[src/lhp_pkg.sv]
// Shared types and constants for the latency histogram percentile core.
package lhp_pkg;

  localparam int NUM_REGS = 7;   // bound registers on the config port
  localparam int IN_W     = 56;  // input word, padded to bytes
  localparam int OUT_W    = 152; // output word, padded to bytes
  localparam int PCT_W    = 33;
  localparam int SUM_W    = 48;
  localparam int TGT_W    = 48;  // fraction * total, Q16 scaled
  localparam int CUM_W    = 35;  // running sum of up to eight counts
  localparam int NUM_W    = 48;  // interpolation numerator
  localparam int DIFF_W   = 33;  // bound span, overflow bucket doubles

  localparam logic [16:0] ONE_Q16 = 17'd65536;

  localparam logic [1:0] CMD_OBSERVE = 2'd0;
  localparam logic [1:0] CMD_QUERY   = 2'd1;
  localparam logic [1:0] CMD_READ    = 2'd2;
  localparam logic [1:0] CMD_NONE    = 2'd3;

  localparam logic [31:0] BOUND_RESET [NUM_REGS] = '{
    32'd1000, 32'd5000, 32'd10000, 32'd50000,
    32'd100000, 32'd500000, 32'd1000000
  };

  // counter store update request and read-back
  typedef struct packed {
    logic        upd;
    logic [2:0]  idx;
    logic [31:0] val;
  } bin_req_t;

  typedef struct packed {
    logic [31:0]      cnt;
    logic [31:0]      total;
    logic [SUM_W-1:0] sum;
  } bin_stat_t;

  // multiply-divide unit: floor(num * mult / (den * 2^16))
  typedef struct packed {
    logic              start;
    logic [NUM_W-1:0]  num;
    logic [DIFF_W-1:0] mult;
    logic [31:0]       den;
  } md_req_t;

  typedef struct packed {
    logic              done;
    logic [DIFF_W-1:0] quo;
    logic              inexact;
  } md_rsp_t;

endpackage

[src/lhp_bins.sv]
// Bucket counters, observation total and latency sum, all saturating.
module lhp_bins #(
  parameter int NUM_BOUNDS  = 7,
  parameter int COUNT_WIDTH = 32
) (
  input  logic               clk,
  input  logic               rst,
  input  lhp_pkg::bin_req_t  req,
  output lhp_pkg::bin_stat_t stat
);

  localparam int CW  = (COUNT_WIDTH > 32) ? 32 : COUNT_WIDTH;
  localparam int NBK = NUM_BOUNDS + 1;

  logic [CW-1:0]            cnt [NBK];
  logic [CW-1:0]            total;
  logic [lhp_pkg::SUM_W-1:0] sum;
  logic [CW-1:0]            rd;
  logic [lhp_pkg::SUM_W:0]  sum_add;

  always_comb begin
    rd = '0;
    for (int k = 0; k < NBK; k++) begin
      if (req.idx == 3'(k)) begin
        rd = cnt[k];
      end
    end
  end

  assign sum_add = {1'b0, sum} + (lhp_pkg::SUM_W + 1)'(req.val);

  always_ff @(posedge clk) begin
    if (rst) begin
      for (int k = 0; k < NBK; k++) begin
        cnt[k] <= '0;
      end
      total <= '0;
      sum   <= '0;
    end else if (req.upd) begin
      for (int k = 0; k < NBK; k++) begin
        if (req.idx == 3'(k) && cnt[k] != '1) begin
          cnt[k] <= cnt[k] + 1'b1;
        end
      end
      if (total != '1) begin
        total <= total + 1'b1;
      end
      sum <= sum_add[lhp_pkg::SUM_W] ? '1 : sum_add[lhp_pkg::SUM_W-1:0];
    end
  end

  assign stat.cnt   = 32'(rd);
  assign stat.total = 32'(total);
  assign stat.sum   = sum;

endmodule

[config.mk]
export PLATFORM = sky130hd
export DESIGN_NAME = lhp_bins
export DESIGN_NICKNAME = d
export VERILOG_FILES = /design/src/lhp_pkg.sv /design/src/lhp_bins.sv
export SDC_FILE = /design/constraint.sdc
export NUM_CORES = 1
export LEC_CHECK = 0
export ABC_AREA = 1
export BUFFER_PORTS_ARGS = -buffer_cell sky130_fd_sc_hd__buf_2
export CAP_MARGIN = 20
export CORE_MARGIN = 2
export CORE_UTILIZATION = 40
export DETAILED_ROUTE_END_ITERATION = 16
export GPL_ROUTABILITY_DRIVEN = 1
export PLACE_DENSITY = 0.65
export SYNTH_ARGS = -nofsm -noshare
export SYNTH_HDL_FRONTEND = slang
export SYNTH_SLANG_ARGS = --single-unit
[constraint.sdc]
create_clock -name clk -period 4.6 [get_ports clk]
set_input_delay 0.46 -clock clk [delete_from_list [all_inputs] [get_ports clk]]
set_output_delay 0.46 -clock clk [all_outputs]
set_load 0.02 [all_outputs]
# Word level (Yosys, flattened, before mapping)
# Memory sizes are Yosys's and may differ from the RTL's.
# Cells that the tools add are included.
[word_totals]
out_inout_bits = 112
ff_bits = 80
memories = 1
elab_cells = 98
inputBits = 38
ram_bits = 256
[mem_list]
columns = ["memory", "depth", "width", "rd", "rd_ports_with_merged_regs", "write_ports", "line", "text"]
rows = [
  ["cnt", 8, 32, 8, 0, 8, "lhp_bins.sv:15", "logic [CW-1:0] cnt [NBK];"],
]
[op_classes]
bitwise = 8
reduce_logical = 10
n_addsub = 10
eq_ne = 16
n_mux = 51
[ops]
columns = ["operator", "n"]
rows = [
  ["$mux 32", 16],
  ["$add 32x1->32 const B", 9],
  ["$ne 32x32->1 const B", 9],
  ["$add 48x32->49", 1],
  ["$mux 48", 1],
  ["$mux 1", 34],
  ["$eq 3x3->1 const B", 4],
  ["$logic_and 1x1->1", 8],
  ["$or 1x1->1", 8],
  ["$eq 3x2->1 const B", 2],
  ["$eq 3x1->1 const B", 1],
  ["$logic_not 3->1", 1],
  ["$reduce_and 2->1", 1],
]

# Longest topological paths before layout
[depth]
word_depth = 9
ltp_mapped = 16
mapped_depth_nobuf = 16

# Worst setup path before layout
# OpenSTA, ideal clock, no wires.
[synth_timing]
path_kind = "flip-flop to flip-flop"
start = "mem cnt[1][96] (netlist name)"
end = "mem cnt[1][100] (netlist name), enable pin"
stages_incl_launch_ff = 11
n_path_buf = 0
t_arrival_ps = 2176
setup_slack_ps = 1947
cell_sequence = "edfxtp_1 ha_1 nand2_1 nor2_1 nand2_1 nor2_2 nand3_2 nor3_4 nand3_2 o211ai_1 nand2_1"
[synth_lines]
columns = ["element", "line"]
rows = [
  ["start: declaration", "lhp_bins.sv:15"],
]

==> impl_metrics.json <==
{
  "outcome": "finished clean",
  "yosysSeqAreaShare": 0.399,
  "required_ns": 4.14,
  "syn_area_um2": 23300,
  "num_rows": 88,
  "swShare": 0.295,
  "hp-class": "input pin to flip-flop",
  "core_um2": 57600,
  "p_leak_nw": 10.3,
  "slew_viol_final": 0,
  "maxUsedRoutingLayer": "met4",
  "peakVddDrop_mv": 0.262,
  "clkTransAtPathRegs_ns": 0.06,
  "slew_headroom": 0.296,
  "final_cell_count_no_fill": 4061,
  "syn2layout_area_growth_pct": 12.7,
  "wire_per_inst_um": 17.1,
  "die-area_um2": 60200,
  "numClockSinks": 336,
  "ys_types": 58,
  "grt_max_degree": 66,
  "maxCapViolCount": 0,
  "n_fill_cell": 5810,
  "track_usage": 0.226,
  "place.gp.congestion": 0.939,
  "port_buffers": 149,
  "syn-num-nets": 3193,
  "cts_buffers": 42,
  "wl_met1_um": 32300,
  "dr.pass1.iters": 6,
  "powerDensity_nw_per_um2": 314,
  "fin_tns_setup_ns": 0,
  "crit_path_max_fanout": 14,
  "fin_skew_ns": 0.0247,
  "final_cell_mix": "nand2_1 (706), inv_1 (424), nor2_1 (390), edfxtp_1 (256), a21oi_1 (215)",
  "grt_pass1_vias": 19900,
  "seq_area_um2": 9290,
  "fin_crit_sh": 0.688,
  "grt_overflow": 0,
  "ys_seq_elements": 336,
  "place_inst": 3982,
  "hold_viol": 0,
  "startpoint_type": "input pin",
  "fin_nets": 3341,
  "cts_tree": "done",
  "switchingPower_mw": 2.43,
  "dp_hpwl_um": 52600,
  "drt_iter0_drc": 1974,
  "combPwrFrac": 0.155,
  "postRouteAntennaNets": 0,
  "cts.hold.buffers_added": 0,
  "start_util": 0.404,
  "arrival_ns": 2.70,
  "post-cts-setup-buffers": 0,
  "fmax_mhz": 316,
  "rsz0062_at_grt": "no",
  "die_y_um": 245,
  "holdPathStages": 4,
  "multi_input_area_um2": 12000,
  "grt_antenna_before_repair": 1,
  "syn_area_per_cell_um2": 7.48,
  "p_total_mw": 8.23,
  "synth_edf_count": 256,
  "p_seq_frac": 0.440,
  "criticalPathCategory": "input pin to output pin",
  "io_pins": 150,
  "tightestPinTransition_ns": 1.05,
  "clkPwrFrac": 0.406,
  "root_buffer": "clkbuf_16",
  "vias": 21700,
  "endpoint_kind": "output pin",
  "met3_length_um": 5380,
  "ys_warn_count": 0,
  "totalWireLength_um": 69300,
  "finalCriticalPeriod_ns": 3.16,
  "clk_latency_ns": 0.58,
  "syn_inst": 3113,
  "synthArstFlopShare": 0,
  "die_x_um": 245,
  "synth_flop_cell": "edfxtp_1",
  "via_per_inst": 5.34,
  "grt_pass1_wl_um": 108000,
  "drc": 0,
  "drive_gt1_frac": 0.120,
  "dr_wl_met2_um": 29600,
  "final_common_cell": "nand2_1",
  "reg2reg_depth": 11,
  "setup_viol": 0,
  "h-tree-depth": 2,
  "p_int_mw": 5.80,
  "cts_resized": 0,
  "clockBufferDepth": 3
}
[final timing paths]
kind,start,to,slack (ns)
min,req[0],sum[0]$_SDFFE_PP0P_,0.23
max reg2reg,cnt[1][64]$_SDFFCE_PP0P_,cnt[1][65]$_SDFFCE_PP0P_,1.75
max,req[34],stat[102],1.44
min reg2reg,total[10]$_SDFFE_PP0P_,total[10]$_SDFFE_PP0P_,0.50
[cells in the mapped netlist, types with 15 or more instances]
cell type / instances / area share
o22ai_1: 23 / 0.0062
o2111ai_1: 22 / 0.0083
nand3_2: 15 / 0.0064
xnor2_1: 46 / 0.017
nor3_1: 147 / 0.032
dfxtp_1: 80 / 0.069
nand2_2: 19 / 0.0051
xor2_1: 66 / 0.025
nand2_1: 706 / 0.11
clkbuf_1: 46 / 0.0074
nor4_1: 34 / 0.0091
ha_1: 41 / 0.022
o21ai_0: 117 / 0.025
a21oi_1: 215 / 0.046
buf_2: 20 / 0.0043
nand4_1: 95 / 0.026
nor2_2: 19 / 0.0051
nor3b_1: 45 / 0.015
inv_1: 425 / 0.068
edfxtp_1: 256 / 0.33
or2_2: 15 / 0.0040
nand3_1: 114 / 0.024
nor3_2: 16 / 0.0069
a21oi_4: 20 / 0.014
nor2_1: 390 / 0.063
[metal layers]
layer,vias to the layer above,GRT usage
met2,761,0.336
met4,0,0.0703
li1,10800,-
met5,-,0
met3,124,0.0402
met1,10100,0.332
[kinds of logic (layout without fill, tap and decap cells)]
family,count (synthesis),count (layout),share of synthesized area
fa+ha+maj,42,42,0.0229
xor+xnor,112,112,0.0421
buf+inv,504,686,0.0844
simple gates,1675,1675,0.337
flops,336,336,0.399
compound gates,444,444,0.115
other cells,0,1,0
[through the flow]
stage	util	worst slack, ns	hold slack (ns)	area [µm²]
global placement	0.432	1.51	0.489	24900
finish	0.456	1.44	0.232	26200
detailed placement	0.432	1.50	0.494	24900
floorplan	-	1.95	0.558	23300
CTS	0.456	1.50	0.208	26200
global route	0.456	1.21	0.268	26200
[power groups by stage]
stage                     Clock (mW)  Sequential [mW]  Combinational, mW
after floorplan                    0             3.66              0.866
after global placement             0             3.68               1.25
after detailed placement           0             3.68               1.26
after CTS                       3.40             3.61               1.27
after global routing            3.51             3.64               1.40
final                           3.34             3.62               1.27
[final cells by class]
cell class,count,area share
Clock buffer,58,0.0467
Multi-Input combinational cell,2273,0.459
Inverter,432,0.0619
Tap cell,765,0.0365
Sequential cell,336,0.354
Timing Repair Buffer,176,0.0361
Clock inverter,20,0.00572
Antenna cell,1,0.0000954
[worst max-delay path, cell delays in order]
cell      delay [ns]
buf_2           0.11
inv_1           0.11
nand2_1         0.43
buf_4           0.31
inv_1           0.19
a221oi_1        0.36
o21ai_0         0.21
a21oi_1         0.16
nand4_1         0.16
buf_2           0.21
[flip-flops by register name (all words and copies together) (netlist names)]
| name | count |
|---|---|
| cnt | 256 |
| sum | 48 |
| total | 32 |
Note: power is estimated with default switching activity, not from simulation.
