File: src/lhp_pkg.sv
// Shared types and constants for the latency histogram percentile core.
package lhp_pkg;

  localparam int NUM_REGS = 7;   // bound registers on the config port
  localparam int IN_W     = 56;  // input word, padded to bytes
  localparam int OUT_W    = 152; // output word, padded to bytes
  localparam int PCT_W    = 33;
  localparam int SUM_W    = 48;
  localparam int TGT_W    = 48;  // fraction * total, Q16 scaled
  localparam int CUM_W    = 35;  // running sum of up to eight counts
  localparam int NUM_W    = 48;  // interpolation numerator
  localparam int DIFF_W   = 33;  // bound span, overflow bucket doubles

  localparam logic [16:0] ONE_Q16 = 17'd65536;

  localparam logic [1:0] CMD_OBSERVE = 2'd0;
  localparam logic [1:0] CMD_QUERY   = 2'd1;
  localparam logic [1:0] CMD_READ    = 2'd2;
  localparam logic [1:0] CMD_NONE    = 2'd3;

  localparam logic [31:0] BOUND_RESET [NUM_REGS] = '{
    32'd1000, 32'd5000, 32'd10000, 32'd50000,
    32'd100000, 32'd500000, 32'd1000000
  };

  // counter store update request and read-back
  typedef struct packed {
    logic        upd;
    logic [2:0]  idx;
    logic [31:0] val;
  } bin_req_t;

  typedef struct packed {
    logic [31:0]      cnt;
    logic [31:0]      total;
    logic [SUM_W-1:0] sum;
  } bin_stat_t;

  // multiply-divide unit: floor(num * mult / (den * 2^16))
  typedef struct packed {
    logic              start;
    logic [NUM_W-1:0]  num;
    logic [DIFF_W-1:0] mult;
    logic [31:0]       den;
  } md_req_t;

  typedef struct packed {
    logic              done;
    logic [DIFF_W-1:0] quo;
    logic              inexact;
  } md_rsp_t;

endpackage

File: src/lhp_muldiv.sv
// Iterative multiply then restoring divide for the bucket interpolation.
module lhp_muldiv (
  input  logic             clk,
  input  logic             rst,
  input  lhp_pkg::md_req_t req,
  output lhp_pkg::md_rsp_t rsp
);

  localparam int NW        = lhp_pkg::NUM_W;
  localparam int DW        = lhp_pkg::DIFF_W;
  localparam int HALF      = NW / 2;
  localparam int PROD_W    = HALF + DW;
  localparam int ACC_W     = NW + DW;
  localparam int DIV_STEPS = DW;

  localparam logic [2:0] PH_IDLE = 3'd0;
  localparam logic [2:0] PH_MLO  = 3'd1;
  localparam logic [2:0] PH_MHI  = 3'd2;
  localparam logic [2:0] PH_MACC = 3'd3;
  localparam logic [2:0] PH_DIV  = 3'd4;
  localparam logic [2:0] PH_FIN  = 3'd5;

  logic [2:0]        ph;
  logic [NW-1:0]     num_r;
  logic [DW-1:0]     mul_r;
  logic [31:0]       den_r;
  logic [PROD_W-1:0] prod;
  logic [ACC_W-1:0]  acc;
  logic [ACC_W-1:0]  acc_sum;
  logic [HALF-1:0]   mul_a;
  logic [31:0]       rem;
  logic [DW-1:0]     dq;
  logic              sticky;
  logic [5:0]        step;
  logic [32:0]       trial;
  logic              ge;

  // single shared multiplier, one half of the numerator per cycle
  assign mul_a   = (ph == PH_MLO) ? num_r[HALF-1:0] : num_r[NW-1:HALF];
  assign acc_sum = acc + {prod, HALF'(0)};
  assign trial   = {rem, dq[DW-1]};
  assign ge      = trial >= {1'b0, den_r};

  always_ff @(posedge clk) begin
    if (rst) begin
      ph <= PH_IDLE;
    end else begin
      case (ph)
        PH_IDLE: if (req.start) ph <= PH_MLO;
        PH_MLO:  ph <= PH_MHI;
        PH_MHI:  ph <= PH_MACC;
        PH_MACC: ph <= PH_DIV;
        PH_DIV:  if (step == 6'(DIV_STEPS - 1)) ph <= PH_FIN;
        default: ph <= PH_IDLE;
      endcase
    end
  end

  always_ff @(posedge clk) begin
    case (ph)
      PH_IDLE: begin
        num_r <= req.num;
        mul_r <= req.mult;
        den_r <= req.den;
      end
      PH_MLO: begin
        prod <= PROD_W'(mul_a) * PROD_W'(mul_r);
      end
      PH_MHI: begin
        acc  <= ACC_W'(prod);
        prod <= PROD_W'(mul_a) * PROD_W'(mul_r);
      end
      PH_MACC: begin
        // drop the Q16 scale of the divisor: sticky keeps the lost bits
        rem    <= acc_sum[ACC_W-1:16+DW];
        dq     <= acc_sum[16+DW-1:16];
        sticky <= |acc_sum[15:0];
        step   <= '0;
      end
      PH_DIV: begin
        rem  <= ge ? 32'(trial - {1'b0, den_r}) : trial[31:0];
        dq   <= {dq[DW-2:0], ge};
        step <= step + 1'b1;
      end
      default: begin
      end
    endcase
  end

  assign rsp.done    = (ph == PH_FIN);
  assign rsp.quo     = dq;
  assign rsp.inexact = (rem != '0) || sticky;

endmodule

File: config.mk
export PLATFORM = sky130hd
export DESIGN_NAME = lhp_muldiv
export DESIGN_NICKNAME = d
export VERILOG_FILES = /design/src/lhp_pkg.sv /design/src/lhp_muldiv.sv
export SDC_FILE = /design/constraint.sdc
export NUM_CORES = 2
export LEC_CHECK = 0
export ABC_AREA = 1
export BUFFER_PORTS_ARGS = -buffer_cell sky130_fd_sc_hd__buf_2
export CAP_MARGIN = 30
export CORE_UTILIZATION = 60
export CTS_BUF_LIST = sky130_fd_sc_hd__clkbuf_4
export DETAILED_ROUTE_END_ITERATION = 12
export MAX_ROUTING_LAYER = met4
export PLACE_DENSITY = 0.86
export SLEW_MARGIN = 20
export SYNTH_ARGS = -nofsm -noshare
export SYNTH_HDL_FRONTEND = slang
export SYNTH_SLANG_ARGS = --single-unit
File: constraint.sdc
create_clock -name clk -period 9.2 [get_ports clk]
set_clock_uncertainty 0.05 [all_clocks]
set_input_delay 1.84 -clock clk [delete_from_list [all_inputs] [get_ports clk]]
set_output_delay 1.84 -clock clk [all_outputs]
set_load 0.01 [all_outputs]
* After elaboration in Yosys (flattened, before gate mapping)
Index checks and enable logic that the tools add are counted.
Cells by class: magnitude comparators 1, reduce and logical (&&, ||, !) cells 7, multiplexer cells 8, $add $sub $neg 3, $mul 1, eq/ne operators 8
Operators with widths (number):
- $add 57x81->81 | 1
- $pmux 33 s2 | 1
- $pmux 32 s2 | 1
- $mul 24x33->57 | 1
- $ge 33x32->1 | 1
- $mux 32 | 1
- $reduce_bool 32->1 | 1
- $sub 32x32->32 | 1
- $mux 24 | 1
- $reduce_or 16->1 | 1
- $pmux 3 s5 | 1
- $pmux 6 s2 | 1
- $add 6x1->6 const B | 1
- $eq 3x2->1 const B | 2
- $eq 3x3->1 const B | 2
- $eq 6x6->1 const B | 1
- $mux 3 | 2
- $ne 2x2->1 const B | 2
- $eq 3x1->1 const B | 1
- $logic_not 3->1 | 1
- $reduce_and 2->1 | 1
- $reduce_bool 2->1 | 1
- $reduce_or 2->1 | 1
- $logic_or 1x1->1 | 1
Storage, ports and cells: logic and storage cells 38, output and inout port bits 35, bits of input ports 116, register bits 302

* Logic depth before layout (Yosys ltp)
depth after elaboration 3, depth in mapped cells 31, depth with buffers taken out 29

* Worst setup path after synthesis
No wires, ideal clock.
path type reg-to-reg, start point register ph[1], end point register den_r[0] (enable), path buffers 0, setup slack 0.335 ns, setup time 0.726 ns, arrival 8.089 ns, data required time 8.424 ns, clock period less this slack 8.865 ns, cell stages (with the launch flop) 2, cell sequence dfxtp_1 > nor3_1
Between the ends: longest elaborated chain between the ends 1
RTL lines:
- start, declared | line lhp_muldiv.sv:23 | logic [2:0] ph;
- start signal, assigned | line lhp_muldiv.sv:46 | ph <= PH_IDLE;
- start signal, assigned | line lhp_muldiv.sv:49 | PH_IDLE: if (req.start) ph <= PH_MLO;
- start signal, assigned | line lhp_muldiv.sv:50 | PH_MLO: ph <= PH_MHI;
- $logic_not 3->1 | line lhp_muldiv.sv:60 | case (ph)
- end signal, assigned | line lhp_muldiv.sv:64 | den_r <= req.den;
- end, declared | line lhp_muldiv.sv:26 | logic [31:0] den_r;
No other way between the ends. A chain may end at the register's enable or synchronous reset.

* Worst setup path after layout
start point register ph[0], end point register prod[25], data pin
Between the ends: longest elaborated chain between the ends 3
RTL lines:
- $eq 3x1->1 | line lhp_muldiv.sv:39, lhp_muldiv.sv:60
- $mux 24 | line lhp_muldiv.sv:39 | assign mul_a = (ph == PH_MLO) ? num_r[HALF-1:0] : num_r[NW-1:HALF];
- $mul 24x33->57 | line lhp_muldiv.sv:67, lhp_muldiv.sv:71
- end signal, assigned | line lhp_muldiv.sv:67 | prod <= PROD_W'(mul_a) * PROD_W'(mul_r);
- end signal, assigned | line lhp_muldiv.sv:71 | prod <= PROD_W'(mul_a) * PROD_W'(mul_r);
- end, declared | line lhp_muldiv.sv:27 | logic [PROD_W-1:0] prod;
No other way between the ends.

==> results.yml <==
sta:
  worstMarginPinSlew_ns: 0.954
  fin_tns_setup_ns: 0
  hold_viol: 0
  fin_ws_ns: 0.369
  max_clock_freq_mhz: 113
  fin_crit_ns: 8.83
  slew-limit-headroom: 0.350
  rsz0062_at_grt: "false"
  setup-violations-final: 0
  period_share: 0.960
  maxSlewViolCount: 0
cells_and_area:
  multi_input_area_mm2: 0.0287
  final_layout_size_suffix_gt1_frac: 0.0745
  final_common_cell: "nand2_1"
  layout_common_cells: "1338 x nand2_1, 1200 x inv_1, 682 x fa_1"
  nFillCells: 5942
  nets: 6483
  fin_util: 0.648
  final_area_mm2: 0.0456
  regArea_mm2: 0.00904
  syn_to_final_growth_pct: 6.17
logic_synthesis:
  ys_seq_elements: 302
  yosysUniqueCellTypes: 43
  netlist_area_mm2: 0.0429
  ys_async_sr_fraction: 0
  synth_compound_area_frac: 0.0344
  synth_top_family_by_area: "adder cells"
  seq_area_frac_synth: 0.211
  synth_xor_xnor_area_share: 0.0126
  syn-instance-count: 5313
  synth.net_count: 6361
  synth_simple_gate_area_share: 0.228
  synthAdderAreaFrac: 0.391
  avgSynthCellArea_um2: 8.08
  synthFlopType: "edfxtp_1"
  synth_edf_count: 299
  yosys_warnings: 0
  synth_mux_area_frac: 0.000466
drt:
  drtIter0Drc: 3826
  wl_per_cell_um: 20.7
  remaining_drc_errors: 0
  finalWirelength_um: 133000
  ant_nets: 0
  drtPass1Iterations: 7
  viasPerCell: 5.68
  via_count: 36535
critical_path:
  crit_buf_inv: 9
  crit_start: "ph[0]"
  timing.rr.start: "ph[0]"
  worstSetupPathType: "flip-flop to flip-flop"
  cp_common_cell: "fa_1"
  path_max_fanout: 24
  cp-start-kind: "flip-flop"
  critPathMaxStageDelay_ns: 0.78
  cp.arrival_ns: 9.41
  cp.required_ns: 9.78
  cpMaxStageDelayCell: "inv_1"
  end_kind: "flip-flop"
  cp_top_family: "adder cells"
clocking:
  cts_tree: "built"
  holdBufCountCts: 0
  cts_sinks: 302
  postCtsSetupBuffers: 0
  htreeDepth: 3
  clk-insertion-delay-late_ns: 0.92
  cts_buffers: 80
  clockBufferDepth: 3
  cts_resized: 0
  cts_root_buf: "clkbuf_4"
  clkSlewWorstSetupHoldPaths_ns: 0.07
placement:
  dp_slack_ns: 0.549
  placed_area_mm2: 0.0445
  place_congestion: 1.14
  io_buffers: 150
  dp_hpwl_um: 109000
job:
  maxCapViolCount: 0
min_path:
  hold_start: "prod[15]"
  hp-class: "flip-flop to flip-flop"
grt:
  grt_max_degree: 75
  grt.total_usage: 0.386
  antenna_found_initial: 4
  grt_pass1_vias: 37375
  grt-ovfl-total: 0
  grt_pass1_wl_um: 206000
run_status:
  status: "completed"
floorplan:
  num_rows: 97
  die_w_um: 269
  pin_count: 151
  dieArea_mm2: 0.0726
  die_y_um: 269
  core_mm2: 0.0704
  start_util: 0.610
final timing paths:
path,depth (start not counted),endpoint,slack (ns)
setup / recovery,28,prod[25],0.37
hold / removal,0,acc[15],0.42
setup reg to reg,28,prod[25],0.37
hold reg to reg,0,acc[15],0.42
metal layers:
layer | part of all wire | track usage
met2 | 0.44 | 0.578
met4 | 0.069 | 0.219
met3 | 0.12 | 0.105
met1 | 0.37 | 0.474
met5 | 0 | -
area by class of cell:
cell class              count  share of cell area
diodes                      5            0.000274
inverters                1213              0.0999
clock inverters            35             0.00596
well taps                 940              0.0258
clock buffers             100              0.0165
multi-input cells        3642               0.629
repair buffers            196              0.0247
flip-flops and latches    302               0.198
flip-flops by register name, summed over array words and instances (netlist names):
signal / cells
num_r: 48
prod: 57
rem: 32
den_r: 32
sticky: 1
ph: 3
step: 6
mul_r: 33
acc: 57
dq: 33
metrics by stage:
step / hold WS [ns] / instances
finish: 0.419 / 6433
global route: 0.447 / 6433
CTS: 0.430 / 6426
detailed placement: 0.409 / 6291
global placement: 0.419 / 6289
floorplan: 0.383 / 5313
cell usage after synthesis, types with 38 or more instances:
cell type / number / area (um^2)
a21oi_1: 126 / 631
buf_2: 59 / 295
clkbuf_1: 77 / 289
edfxtp_1: 299 / 8980
fa_1: 682 / 13700
ha_1: 250 / 3130
inv_1: 1200 / 4500
nand2_1: 1340 / 5030
nand3_1: 177 / 886
nand3b_1: 55 / 413
nand4_1: 38 / 238
nor2_1: 666 / 2500
o21ai_0: 75 / 375
worst reg2reg max path, delay by kind of cell (launching register included):
kind	cells	cell delay, ns
buf+inv	9	1.83
compound gates	2	0.79
flops	1	0.48
fa+ha+maj	8	3.81
simple gates	8	1.28
xor+xnor	1	0.39
logic make-up after synthesis:
family          after synthesis
simple gates               2389
mux                           2
buf+inv                    1369
compound gates              257
flops                       302
xor+xnor                     62
fa+ha+maj                   932
Power is left out: the tool's default activity adds up to more than one toggle a clock period on the data nets, which glitch-free logic cannot reach.
